### src/design/fpba_pkg.sv
// fpba_pkg: shared sizes, codes and control types of the fit-policy block allocator
// used by fpba_ctrl, fpba_dp and fit_policy_block_allocator_top
`timescale 1ns / 1ps

package fpba_pkg;

    localparam int NUM_BLOCKS = 8;
    localparam int SIZE_WIDTH = 16;
    localparam int IDX_W      = (NUM_BLOCKS > 1) ? $clog2(NUM_BLOCKS) : 1;

    // fixed field widths of the stream beats
    localparam int OP_W     = 1;
    localparam int BLK_W    = 3;
    localparam int AMT_W    = 16;
    localparam int STATUS_W = 2;
    localparam int POL_W    = 2;
    localparam int S_DATA_W = 24;
    localparam int M_DATA_W = 24;

    localparam logic [OP_W-1:0] OP_LOAD  = 1'b0;
    localparam logic [OP_W-1:0] OP_ALLOC = 1'b1;

    localparam logic [POL_W-1:0] POL_FIRST = 2'd0;
    localparam logic [POL_W-1:0] POL_BEST  = 2'd1;
    localparam logic [POL_W-1:0] POL_WORST = 2'd2;

    localparam logic [STATUS_W-1:0] ST_LOADED = 2'd0;
    localparam logic [STATUS_W-1:0] ST_ALLOC  = 2'd1;
    localparam logic [STATUS_W-1:0] ST_NONE   = 2'd2;

    typedef enum logic [3:0] {
        S_IDLE   = 4'b0001,
        S_SCAN   = 4'b0010,
        S_DRAIN  = 4'b0100,
        S_COMMIT = 4'b1000
    } fpba_state_t;

    typedef struct packed {
        logic capture;
        logic scan_step;
        logic commit;
    } fpba_cmd_t;

    typedef struct packed {
        logic in_alloc;
        logic scan_last;
    } fpba_sts_t;

endpackage

### src/design/fpba_ctrl.sv
// fpba_ctrl: sequencer of the allocator, steps capture, table scan and commit
// depends on fpba_pkg; drives fpba_dp through fpba_cmd_t
`timescale 1ns / 1ps

module fpba_ctrl (
    input  logic              clk,
    input  logic              rst_n,
    input  logic              s_tvalid,
    output logic              s_tready,
    output logic              m_tvalid,
    input  logic              m_tready,
    input  fpba_pkg::fpba_sts_t sts,
    output fpba_pkg::fpba_cmd_t cmd
);
    import fpba_pkg::*;

    fpba_state_t state_reg, state_next;
    logic        out_valid_reg, out_valid_next;
    logic        out_free;

    assign s_tready = (state_reg == S_IDLE);
    assign m_tvalid = out_valid_reg;
    // result slot can take a new beat this cycle
    assign out_free = !out_valid_reg || m_tready;

    always_comb
    begin
        state_next    = state_reg;
        cmd.capture   = 1'b0;
        cmd.scan_step = 1'b0;
        cmd.commit    = 1'b0;
        case (state_reg)
            S_IDLE:
            begin
                if (s_tvalid)
                begin
                    cmd.capture = 1'b1;
                    state_next  = sts.in_alloc ? S_SCAN : S_COMMIT;
                end
            end
            S_SCAN:
            begin
                cmd.scan_step = 1'b1;
                if (sts.scan_last)
                    state_next = S_DRAIN;
            end
            S_DRAIN:
            begin
                // last table entry is compared in this cycle
                state_next = S_COMMIT;
            end
            S_COMMIT:
            begin
                if (out_free)
                begin
                    cmd.commit = 1'b1;
                    state_next = S_IDLE;
                end
            end
            default:
            begin
                state_next = S_IDLE;
            end
        endcase
    end

    always_comb
    begin
        out_valid_next = out_valid_reg;
        if (cmd.commit)
            out_valid_next = 1'b1;
        else if (m_tready)
            out_valid_next = 1'b0;
    end

    always_ff @(posedge clk or negedge rst_n)
    begin
        if (!rst_n)
        begin
            state_reg     <= S_IDLE;
            out_valid_reg <= 1'b0;
        end
        else
        begin
            state_reg     <= state_next;
            out_valid_reg <= out_valid_next;
        end
    end

endmodule

### src/design/fpba_dp.sv
// fpba_dp: capacity table, policy register, scan compare and result register
// depends on fpba_pkg; controlled by fpba_ctrl
`timescale 1ns / 1ps

module fpba_dp (
    input  logic                            clk,
    input  logic                            rst_n,
    input  logic                            cfg_valid,
    input  logic [fpba_pkg::POL_W-1:0]      cfg_data,
    input  logic [fpba_pkg::OP_W-1:0]       s_tuser,
    input  logic [fpba_pkg::S_DATA_W-1:0]   s_tdata,
    input  fpba_pkg::fpba_cmd_t             cmd,
    output fpba_pkg::fpba_sts_t             sts,
    output logic [fpba_pkg::STATUS_W-1:0]   m_tuser,
    output logic [fpba_pkg::M_DATA_W-1:0]   m_tdata
);
    import fpba_pkg::*;

    logic [SIZE_WIDTH-1:0] mem [NUM_BLOCKS];
    logic [NUM_BLOCKS-1:0] valid_reg;

    logic [POL_W-1:0]      policy_reg;
    logic [OP_W-1:0]       op_reg;
    logic [BLK_W-1:0]      idx_reg;
    logic [SIZE_WIDTH-1:0] amt_reg;

    logic [IDX_W-1:0]      scan_idx_reg;
    logic                  rd_vld_reg;
    logic [IDX_W-1:0]      rd_idx_reg;
    logic [SIZE_WIDTH-1:0] rd_raw_reg;
    logic                  rd_hit_reg;

    logic                  found_reg;
    logic [IDX_W-1:0]      sel_idx_reg;
    logic [SIZE_WIDTH-1:0] sel_cap_reg;

    logic [STATUS_W-1:0]   res_status_reg, res_status_next;
    logic [BLK_W-1:0]      res_blk_reg, res_blk_next;
    logic [AMT_W-1:0]      res_cap_reg, res_cap_next;

    logic [SIZE_WIDTH-1:0] rd_cap;
    logic                  take;
    logic                  load_in_range;
    logic [SIZE_WIDTH-1:0] alloc_left;
    logic                  wr_en;
    logic [IDX_W-1:0]      wr_addr;
    logic [SIZE_WIDTH-1:0] wr_data;

    assign sts.in_alloc  = (s_tuser == OP_ALLOC);
    assign sts.scan_last = (scan_idx_reg == IDX_W'(NUM_BLOCKS - 1));

    // never-loaded entries read as zero capacity
    assign rd_cap = rd_hit_reg ? rd_raw_reg : '0;
    assign take   = rd_vld_reg && (rd_cap >= amt_reg) &&
                    (!found_reg ||
                     ((policy_reg == POL_BEST)  && (rd_cap < sel_cap_reg)) ||
                     ((policy_reg == POL_WORST) && (rd_cap > sel_cap_reg)));

    assign load_in_range = (32'(idx_reg) < 32'(NUM_BLOCKS));
    assign alloc_left    = sel_cap_reg - amt_reg;

    assign wr_en   = cmd.commit && (((op_reg == OP_LOAD) && load_in_range) ||
                                    ((op_reg == OP_ALLOC) && found_reg));
    assign wr_addr = (op_reg == OP_LOAD) ? IDX_W'(idx_reg) : sel_idx_reg;
    assign wr_data = (op_reg == OP_LOAD) ? amt_reg : alloc_left;

    always_comb
    begin
        res_status_next = ST_NONE;
        res_blk_next    = '0;
        res_cap_next    = '0;
        if (op_reg == OP_LOAD)
        begin
            res_status_next = ST_LOADED;
            res_blk_next    = idx_reg;
            res_cap_next    = load_in_range ? AMT_W'(amt_reg) : '0;
        end
        else if (found_reg)
        begin
            res_status_next = ST_ALLOC;
            res_blk_next    = BLK_W'(sel_idx_reg);
            res_cap_next    = AMT_W'(alloc_left);
        end
    end

    // table storage, one write and one read port
    always_ff @(posedge clk)
    begin
        if (wr_en)
            mem[wr_addr] <= wr_data;
        if (cmd.scan_step)
        begin
            rd_raw_reg <= mem[scan_idx_reg];
            rd_hit_reg <= valid_reg[scan_idx_reg];
            rd_idx_reg <= scan_idx_reg;
        end
    end

    always_ff @(posedge clk or negedge rst_n)
    begin
        if (!rst_n)
        begin
            valid_reg    <= '0;
            policy_reg   <= POL_FIRST;
            rd_vld_reg   <= 1'b0;
            found_reg    <= 1'b0;
            scan_idx_reg <= '0;
        end
        else
        begin
            if (wr_en)
                valid_reg[wr_addr] <= 1'b1;
            if (cfg_valid)
                policy_reg <= cfg_data;
            rd_vld_reg <= cmd.scan_step;
            if (cmd.capture)
            begin
                found_reg    <= 1'b0;
                scan_idx_reg <= '0;
            end
            else
            begin
                if (take)
                    found_reg <= 1'b1;
                if (cmd.scan_step && !sts.scan_last)
                    scan_idx_reg <= scan_idx_reg + 1'b1;
            end
        end
    end

    always_ff @(posedge clk)
    begin
        if (cmd.capture)
        begin
            op_reg  <= s_tuser;
            idx_reg <= s_tdata[BLK_W-1:0];
            amt_reg <= SIZE_WIDTH'(s_tdata[BLK_W +: AMT_W]);
        end
        if (take)
        begin
            sel_idx_reg <= rd_idx_reg;
            sel_cap_reg <= rd_cap;
        end
        if (cmd.commit)
        begin
            res_status_reg <= res_status_next;
            res_blk_reg    <= res_blk_next;
            res_cap_reg    <= res_cap_next;
        end
    end

    assign m_tuser = res_status_reg;
    assign m_tdata = {{(M_DATA_W - BLK_W - AMT_W){1'b0}}, res_cap_reg, res_blk_reg};

endmodule

### src/design/fit_policy_block_allocator_top.sv
// fit_policy_block_allocator_top: stream wrapper joining sequencer and datapath
// depends on fpba_pkg, fpba_ctrl and fpba_dp
`timescale 1ns / 1ps

// Keeps the free capacity of NUM_BLOCKS memory blocks and places allocation requests by a
// first, best or worst fit policy (cfg_data: 0 first, 1 best, 2 worst, 3 first). A load beat
// (s_tuser 0) goes from idle to the commit state, which registers its result and raises
// m_tvalid. An allocate beat (s_tuser 1) scans the table one entry per cycle through its
// single read port, compares the last entry from the read register in the drain state and
// then commits its result the same way. One item is in work at a time; the next beat can be
// taken once the block is back in idle, which it enters as the result is registered. A new
// beat is taken even while the previous result still waits on m_tready, but its own result
// then waits until that beat leaves. Ties go to the lowest block index. The table is clear
// (all zero) straight after reset; write the policy only while the block is idle.
module fit_policy_block_allocator_top (
    input  logic        clk,
    input  logic        rst_n,
    input  logic        cfg_valid,
    output logic        cfg_ready,
    input  logic [1:0]  cfg_data,   // fit_policy
    input  logic        s_tvalid,
    output logic        s_tready,
    input  logic [23:0] s_tdata,    // block_index [2:0], amount [18:3], zero fill
    input  logic [0:0]  s_tuser,    // opcode
    output logic        m_tvalid,
    input  logic        m_tready,
    output logic [23:0] m_tdata,    // chosen_block [2:0], capacity_left [18:3], zero fill
    output logic [1:0]  m_tuser     // status
);
    import fpba_pkg::*;

    fpba_cmd_t cmd;
    fpba_sts_t sts;

    assign cfg_ready = 1'b1;

    fpba_ctrl u_ctrl (
        .clk      (clk),
        .rst_n    (rst_n),
        .s_tvalid (s_tvalid),
        .s_tready (s_tready),
        .m_tvalid (m_tvalid),
        .m_tready (m_tready),
        .sts      (sts),
        .cmd      (cmd)
    );

    fpba_dp u_dp (
        .clk       (clk),
        .rst_n     (rst_n),
        .cfg_valid (cfg_valid && cfg_ready),
        .cfg_data  (cfg_data),
        .s_tuser   (s_tuser),
        .s_tdata   (s_tdata),
        .cmd       (cmd),
        .sts       (sts),
        .m_tuser   (m_tuser),
        .m_tdata   (m_tdata)
    );

    // one item in work at a time
    a_busy_after_accept: assert property (@(posedge clk) disable iff (!rst_n)
        (s_tvalid && s_tready) |=> !s_tready)
        else $error("input taken while an item is in work");

    // a failed allocation reports block zero with no capacity
    a_none_is_zero: assert property (@(posedge clk) disable iff (!rst_n)
        (m_tvalid && (m_tuser == ST_NONE)) |-> (m_tdata[18:0] == 19'd0))
        else $error("not-allocated result carries data");

    a_status_code: assert property (@(posedge clk) disable iff (!rst_n)
        m_tvalid |-> ((m_tuser == ST_LOADED) || (m_tuser == ST_ALLOC) || (m_tuser == ST_NONE)))
        else $error("undefined status code");

    // a commit always leaves a result waiting
    a_commit_gives_beat: assert property (@(posedge clk) disable iff (!rst_n)
        cmd.commit |=> m_tvalid)
        else $error("commit without a result beat");

endmodule

### config.mk
export PLATFORM = sky130hd
export DESIGN_NAME = fit_policy_block_allocator_top
export DESIGN_NICKNAME = d
export VERILOG_FILES = /design/src/design/fpba_pkg.sv /design/src/design/fpba_ctrl.sv /design/src/design/fpba_dp.sv /design/src/design/fit_policy_block_allocator_top.sv
export SDC_FILE = /design/constraint.sdc
export NUM_CORES = 1
export LEC_CHECK = 0
export BUFFER_PORTS_ARGS = -buffer_cell sky130_fd_sc_hd__buf_2
export CAP_MARGIN = 5
export CORE_AREA = 4 4 218 114
export DETAILED_ROUTE_END_ITERATION = 6
export DIE_AREA = 0 0 222 118
export GPL_ROUTABILITY_DRIVEN = 0
export GPL_TIMING_DRIVEN = 0
export HOLD_SLACK_MARGIN = 0.06
export PLACE_DENSITY_LB_ADDON = 0.15
export SETUP_SLACK_MARGIN = 0.1
export SKIP_CTS_REPAIR_TIMING = 1
export SLEW_MARGIN = 15
export SYNTH_ARGS = -nofsm -noshare
export SYNTH_HDL_FRONTEND = slang
export SYNTH_SLANG_ARGS = --single-unit
### constraint.sdc
create_clock -name clk -period 4.2 [get_ports clk]
set_input_delay 0.21 -clock clk [delete_from_list [all_inputs] [get_ports clk]]
set_output_delay 0.21 -clock clk [all_outputs]
set_load 0.01 [all_outputs]
; After elaboration in Yosys (flattened, before gate mapping)
; Memory sizes are Yosys's and may differ from the RTL's. A register that Yosys moved wholly into a read port is not among the register bits.
; Index checks and enable logic that the tools add are counted.
; Widths: inputs -> output; s select.
[totals]
register_bits = 84
latch_bits = 0
ram_bits = 128
rom_bits = 0
input_bits = 32
output_inout_bits = 29
n_memories = 1
[mem_list]
columns = memory, depth, width, rd, rd_clocked_by_memory_dff, wr, line
row1 = u_dp.mem, 8, 16, 1, 1, 1, fpba_dp.sv:19  ; logic [SIZE_WIDTH-1:0] mem [NUM_BLOCKS];
[op_classes]
n_addsub = 2
multipliers = 0
div_mod_pow = 0
magnitude_cmp = 6
n_eq_ne = 10
shift = 0
n_mux = 30
n_bitwise = 2
reduce_logical = 19
[op_table]
columns = operator, count
row1 = $mux 16, 4
row2 = $ge 16x16->1, 1
row3 = $gt 16x16->1, 1
row4 = $lt 16x16->1, 1
row5 = $mux 4, 4
row6 = $pmux 4 s4, 1
row7 = $sub 16x16->16, 1
row8 = $mux 3, 5
row9 = $mux 1, 13
row10 = $logic_and 1x1->1, 8
row11 = $lt 3x4->1 const B, 2
row12 = $or 8x8->8, 1
row13 = $reduce_bool 2->1, 3
row14 = $eq 4x1->1 const B, 1
row15 = $eq 4x2->1 const B, 1
row16 = $eq 4x3->1 const B, 1
row17 = $eq 4x4->1 const B, 1
row18 = $logic_or 1x1->1, 4
row19 = $ne 2x1->1 const B, 2
row20 = $add 3x1->3 const B, 1
row21 = $bmux 1 s3, 1
row22 = $demux 1 s3, 1
row23 = $eq 3x3->1 const B, 1
row24 = $ge 3x1->1 const B, 1
row25 = 7 further kinds, 9

; Depth between registers and ports, before layout
; Gate-level depths: netlist of the first run.
[depth]
ltp_word = 8
mapped_depth = 11
mapped_depth_nobuf = 11

; Hierarchy
; A second synthesis of the first run with hierarchy kept.
[unflattened]
hier_cells = 660
hier_area_um2 = 10283.6
[modules_own_cells]
columns = mod, instances, cells_each, area_each_um2, seq_area_each_um2
row1 = fpba_dp, 1, 632, 10003.3, 6621.4
row2 = fpba_ctrl, 1, 26, 269.0, 126.4
row3 = fit_policy_block_allocator_top, 1, 2, 11.3, 0.0

; Worst setup path before layout of the first run
; Ideal clock, no wire load.
[synth_timing]
path_kind = reg2reg
from = reg u_ctrl.state_reg[1]
to = mem u_dp.mem[0][0] (enable)
t_arrival_ps = 3106
setup_slack_ps = 705
path_stages_with_launch = 5
n_path_buf = 0
path_cell_list = dfrtp_1 -> or4b_2 -> nor2_1 -> nand2_1 -> nor2_1
[synth_lines]
columns = element, line
row1 = "start, declared", fpba_ctrl.sv:17  ; fpba_state_t state_reg, state_next;
row2 = "start signal, assigned", fpba_ctrl.sv:85  ; state_reg <= state_next;
row3 = "end, declared", fpba_dp.sv:19

; Worst setup path in the final report of the first run
[layout_timing]
from = reg u_dp.rd_hit_reg
to = reg u_dp.sel_cap_reg[6] (enable)
[layout_between]
elab_chain_len = 6
[layout_lines]
columns = element, line
row1 = "start, declared", fpba_dp.sv:31  ; logic rd_hit_reg;
row2 = "start signal, assigned", fpba_dp.sv:94  ; rd_hit_reg <= valid_reg[scan_idx_reg];
row3 = $mux 16 (*), fpba_dp.sv:53  ; assign rd_cap = rd_hit_reg ? rd_raw_reg : '0;
row4 = $lt 16x16->1, fpba_dp.sv:56  ; ((policy_reg == POL_BEST) && (rd_cap < sel_cap_reg)) ||
row5 = $logic_and 1x1->1, fpba_dp.sv:56
row6 = $logic_or 1x1->1, fpba_dp.sv:55  ; (!found_reg ||
row7 = $logic_or 1x1->1, fpba_dp.sv:56
row8 = $logic_and 1x1->1 (*), fpba_dp.sv:54  ; assign take = rd_vld_reg && (rd_cap >= amt_reg) &&
row9 = via u_dp.take, fpba_dp.sv:42  ; logic take;
row10 = "end signal, assigned", fpba_dp.sv:142  ; sel_cap_reg <= rd_cap;
row11 = "end, declared", fpba_dp.sv:35  ; logic [SIZE_WIDTH-1:0] sel_cap_reg;
; Mark *: on every way through the listed nets, which the timed path passes. The rest lies on a longest branch.
; A chain may end at the register's enable or synchronous reset.

==> results.toml, run 1 <==
[status]
status = "complete, no violations"

[drt]
final_antenna_net_count = 0
vias = 5659
drtIter0Drc = 518
drtPass1Iterations = 4
drc = 0
viasPerCell = 5.240
wl_per_cell_um = 20.82
drt_wl_total_um = 22490

[floorplanning]
core_um2 = 22640
die_x_um = 222
initial_core_util_pct = 44.67
dieArea_um2 = 26200
die_h_um = 118
ios = 61
row_count = 39

[logic_synthesis]
syn_inst = 641
yosys.cell_types.count = 54
synth.top_cell.area_share_pct = 61.76
synth.avg_cell_area_um2 = 15.78
ys_ff_latch = 228
synthArstFlopShare_pct = 8.772
seq_area_frac_synth_pct = 66.72
syn_area_um2 = 10110
synth-edff-count = 208
ys.flop_type = "edfxtp_1"
synth.top_cells.by_area = "edfxtp_1 62%, mux4_2 7.6%, ha_1 5.7%, dfrtp_1 4.7%, mux2_2 2.1%"
synth_largest_area_cell = "edfxtp_1"
ys_warn_count = 0

[timing]
finalSetupViolCount = 0
clock_skew_ps = 11.43
worstMarginPinSlew_ps = 999.9
hold_viol = 0
post-route-min-period_ps = 3777
drv_slew = 0
fin_hold_ws_ps = 203.1
setup_tns_ps = 0
max_freq_ghz = 0.2648
fin_crit_sh_pct = 89.93
rsz0062_at_grt = "no"
slew_headroom_pct = 33.09
finalWorstSetupSlack_ps = 423.0

[critical_path]
crit_slowest_cell = "o211a_1"
crit_buf_inv = 1
worst_path_largest_cell_delay_ps = 780
path_class = "flip-flop to flip-flop"
crit_end = "u_dp.sel_cap_reg[6]"
end_kind = "flip-flop"
required_ps = 4340
worstPathArrival_ps = 3910
crit_chain = "clkbuf_1 > nand2_1 > ha_1 > nand2b_1 > a21oi_1 > maj3_1 > a211oi_1 > o21ai_0 > a21boi_0 > o211a_1"
crit_path_start = "u_dp.rd_hit_reg"
path_max_fanout = 19
r2r_end = "u_dp.sel_cap_reg[6]"
crit_cells = 10
regToRegStartpoint = "u_dp.rd_hit_reg"
r2r_cells = 10
cp-start-kind = "flip-flop"
worst-r2r-setup-slack_ps = 420
path_delay_family = "compound AO/OA/AOI/OAI gates"

[final_layout]
layoutNonFillerInstCount = 1080
area_delta_synth_final_pct = 18.00
largest_reg_flops = 128
fin_nets = 836
diodes = 0
regMostFlops = "u_dp.mem"
drive_gt1_share_pct = 24.32

[placed_design]
dpl.hpwl_um = 15890
place_inst = 1013
pre_cts_slack_ps = 386.6
portBuffers = 49

[clock_tree]
cts_sinks = 228
cts_root_buffer = "clkbuf_16"
cts_tree = "done"
clk_latency_ps = 520
numCtsBuffers = 22
clkSlewWorstSetupHoldPaths_ps = 70
clk_path_buf_depth = 3
htree_levels = 1

[pwr]
vdd_ir_drop_max_v = 0.0003122
p_total_w = 0.005866
power.leakage_nw = 4.440
power_density_nw_per_um2 = 491.5

[flow_run]
maxCapViolCount = 0

[worst_hold_path]
worstHoldPathType = "input port to asynchronous set/reset pin"

[global_routing]
grt_usage_pct = 17.10
grt_pass1_vias = 5615
antenna_found_initial = 0
overflow = 0
grt_max_degree = 24
grt_pass1_wl_um = 34210
power by group:
part	leakage [nW]	internal, W	switching (W)	total [W]
combinational	1.94	0.000425	0.000685	0.00111
sequential	2.16	0.00276	0.0000582	0.00282
clock	0.349	0.00109	0.000849	0.00194
total	4.44	0.00427	0.00159	0.00587
synthesized netlist by cell type (all sizes together) (15+ instances only):
cell and number:
edfxtp 208, ha 46, inv 45, mux4 34, nand2 31, a21oi 26, nor2 26, o21ai 24
dfrtp 19, mux2 19, and2 15
cells in the final DEF (no fill, tap or decap), drive strengths merged, types with 3 or more instances in the layout:
cell         count
clkbuf          39
mux4            34
mux2i           10
xnor2            8
or2             11
conb             6
edfxtp         208
a21o             9
ha              46
nand2           31
dfrtp           19
mux2            19
o22ai            7
o2111ai          3
nor3             3
buf             73
inv             46
a21oi           26
o211ai           4
o21a             7
nor2            26
xor2             5
nand4            5
nand2b           8
o21ai           24
a22o             3
clkinv          10
nor2b           10
dlygate4sd3     26
and2            15
a211oi           6
kinds of logic after synthesis:
kind of cell / synth area share (%)
AOI/OAI and AO/OA: 6.495
xor gates and xnor gates: 1.126
adders and majority gates: 5.988
buffers and inverters: 2.759
DFF: 66.72
muxes: 10.68
other: 0.07426
and+or+nand+nor: 6.161
per-stage QoR:
stage          area, um2  util, %
2_1_floorplan      10130        -
3_3_place_gp       10760    47.51
3_5_place_dp       10950    48.36
4_1_cts            11660    51.50
5_1_grt            11930    52.71
6_report           11930    52.71
worst min-delay path by stage:
stage	depth (start not counted)	slack, ps	from	endpoint
after global routing	2	210	rst_n	u_dp.valid_reg[6]
after CTS	1	-340	rst_n	u_dp.valid_reg[7]
after global placement	1	210	rst_n	u_dp.valid_reg[0]
after detailed placement	1	220	rst_n	u_dp.valid_reg[0]
final	2	200	rst_n	u_dp.valid_reg[2]
after floorplan	0	-90	rst_n	u_ctrl.m_tvalid
area by class of cell:
| class | instances | area, um2 |
|---|---|---|
| multi-input cells | 350 | 3144 |
| well taps | 307 | 384.1 |
| clock buffers | 28 | 603.1 |
| clock inverters | 12 | 108.9 |
| flip-flops and latches | 228 | 6748 |
| fillers | 1853 | 10710 |
| repair buffers | 88 | 666.9 |
| inverters | 45 | 168.9 |
| plain buffers | 22 | 110.1 |
per-layer routing:
metal  part of all wire, %  track usage, %
met4                   1.5           2.942
met3                   7.8           3.239
met2                    44           25.23
met5                     0               0
met1                    47           26.79
Power figures use the tool's default switching activity.
==> inputs of run 2 (changes only) <==
clock period = 4.8 ns   (was 4.2 ns; I/O delays follow)
==> run 2 against run 1 <==
Critical path depth did not move. Clock power fell by 13%. Via count barely moved. Sequential power fell by 12%. Global-route usage did not move. Combinational power fell by 12%. Final cell count did not move. Clock-buffer cell count did not move. Worst hold slack got worse by 140 ps. Flip-flop and latch count did not move. Utilization barely moved. Largest cell class unchanged. Largest power group unchanged.
==> results.toml, run 2 (synthesis results as in run 1) <==
[flow_run]
maxCapViolCount = 0

[drt]
drtIter0Drc = 596
drtPass1Iterations = 5
vias = 5662
wl_per_cell_um = 20.88
drc = 0
viasPerCell = 5.243
drt_wl_total_um = 22550
final_antenna_net_count = 0

[placed_design]
placedInstanceArea_um2 = 10950
pre_cts_slack_ps = 986.6
portBuffers = 49
dpl.hpwl_um = 15890

[timing]
fin_crit_sh_pct = 79.09
finalSetupViolCount = 0
post-route-min-period_ps = 3796
rsz0062_at_grt = "no"
slew_headroom_pct = 30.31
setup_tns_ps = 0
worstMarginPinSlew_ps = 1016
finalWorstSetupSlack_ps = 1004
max_freq_ghz = 0.2634
clock_skew_ps = 12.34
hold_viol = 0
drv_slew = 0

[critical_path]
required_ps = 4930
worstPathArrival_ps = 3930
cp-start-kind = "flip-flop"
crit_buf_inv = 1
path_max_fanout = 19
crit_slowest_cell = "o211a_1"
path_delay_family = "compound AO/OA/AOI/OAI gates"
crit_path_start = "u_dp.rd_hit_reg"
worst_path_largest_cell_delay_ps = 790
worst-r2r-setup-slack_ps = 1000
regToRegStartpoint = "u_dp.rd_hit_reg"
end_kind = "flip-flop"
path_class = "flip-flop to flip-flop"
r2r_end = "u_dp.sel_cap_reg[6]"
crit_chain = "clkbuf_1 > nand2_1 > ha_1 > nand2b_1 > a21oi_1 > maj3_1 > a211oi_1 > o21ai_0 > a21boi_0 > o211a_1"
r2r_cells = 10

[global_routing]
grt.busiest_layer = "met1"
overflow = 0
grt_util_met3_pct = 3.239
grt_max_degree = 24
grt_pass1_wl_um = 34210
antenna_found_initial = 0
grt_usage_pct = 17.10
met1_usage_pct = 26.79
use_met2_pct = 25.23
grt_pass1_vias = 5615

[clock_tree]
clk_path_buf_depth = 3
cts_sinks = 228
clk_latency_ps = 520
clkSlewWorstSetupHoldPaths_ps = 70
numCtsBuffers = 22
cts_root_buffer = "clkbuf_16"
htree_levels = 1
cts_tree = "done"

[final_layout]
fin_nets = 835
drive_gt1_share_pct = 24.35
regMostFlops = "u_dp.mem"
largest_reg_flops = 128
n_fill_cell = 1852
final_cell_mix = "208 x edfxtp_1, 53 x buf_2, 46 x ha_1"
area_delta_synth_final_pct = 17.93
final_common_cell = "edfxtp_1"
final_util_pct = 52.67
final_cell_area_um2 = 11930

[pwr]
pwr-share-clk_pct = 33.0
vdd_ir_drop_max_v = 0.0002737
p_switching_w = 0.001396
p_int_w = 0.003739
power_frac_seq_pct = 48.0
p_total_w = 0.005135
power_frac_comb_pct = 19.0
swShare_pct = 27.19
power.leakage_nw = 4.435
power_density_nw_per_um2 = 430.5

[floorplanning]
core_um2 = 22640
row_count = 39
dieArea_um2 = 26200
die_h_um = 118
ios = 61
initial_core_util_pct = 44.67
die_x_um = 222

[status]
status = "complete, no violations"

[worst_hold_path]
whs_path_depth = 3
holdPathEnd = "u_ctrl.m_tvalid"
worstHoldPathType = "input port to flip-flop"
holdCritStartpoint = "m_tready"
run 2: cell types whose count changed in the layout (fill, tap and decap cells not counted), sizes merged:
cell         previous run  this run
diode                   0         1
dlygate4sd3            26        25
run 2: tightest hold or removal path: stages:
cell	delay [ps]
buf_2	70
nor2b_1	70
nand2b_1	150
run 2: through the flow:
stage          std cells  hold WS [ps]
6_report            1080         66.78
2_1_floorplan        645        -55.59
3_5_place_dp        1013         246.5
4_1_cts             1053        -309.4
5_1_grt             1079         64.25
3_3_place_gp        1001         241.1
run 2: worst max path at each step:
| stage | cells past startpoint | slack, ps | endpoint |
|---|---|---|---|
| after detailed placement | 10 | 990 | u_dp.sel_cap_reg[6] |
| after CTS | 10 | 970 | u_dp.sel_cap_reg[6] |
| after global routing | 10 | 720 | u_dp.sel_cap_reg[7] |
| after floorplan | 4 | 1300 | u_dp.mem[0][0] |
| after global placement | 4 | -260 | u_dp.mem[6][6] |
| final | 10 | 1000 | u_dp.sel_cap_reg[6] |
run 2: metal layers:
metal  vias up  routed length [um]
li1       2670                   -
met1      2850               11310
met2       117                9708
met3        25                1191
met4         0                 337
met5         -                   0
run 2: cell type report:
| class | instances | area, um2 | share of cell area (%) |
|---|---|---|---|
| clock inverter | 12 | 108.9 | 0.9127 |
| buffer | 22 | 110.1 | 0.9232 |
| inverter | 45 | 168.9 | 1.416 |
| timing repair buffer | 87 | 656.9 | 5.508 |
| clock buffer | 28 | 603.1 | 5.057 |
| antenna | 1 | 2.502 | 0.02098 |
| sequential | 228 | 6748 | 56.58 |
| multi-input combinational | 350 | 3144 | 26.36 |
| tap | 307 | 384.1 | 3.221 |
run 2: power by group through the flow:
stage          clock network [W]  logic [W]  registers [W]
6_report                 0.00169   0.000975        0.00247
5_1_grt                  0.00182    0.00108        0.00248
4_1_cts                  0.00173   0.000952        0.00247
3_5_place_dp                   0   0.000948        0.00251
3_3_place_gp                   0   0.000902        0.00251
2_1_floorplan                  0   0.000622        0.00250
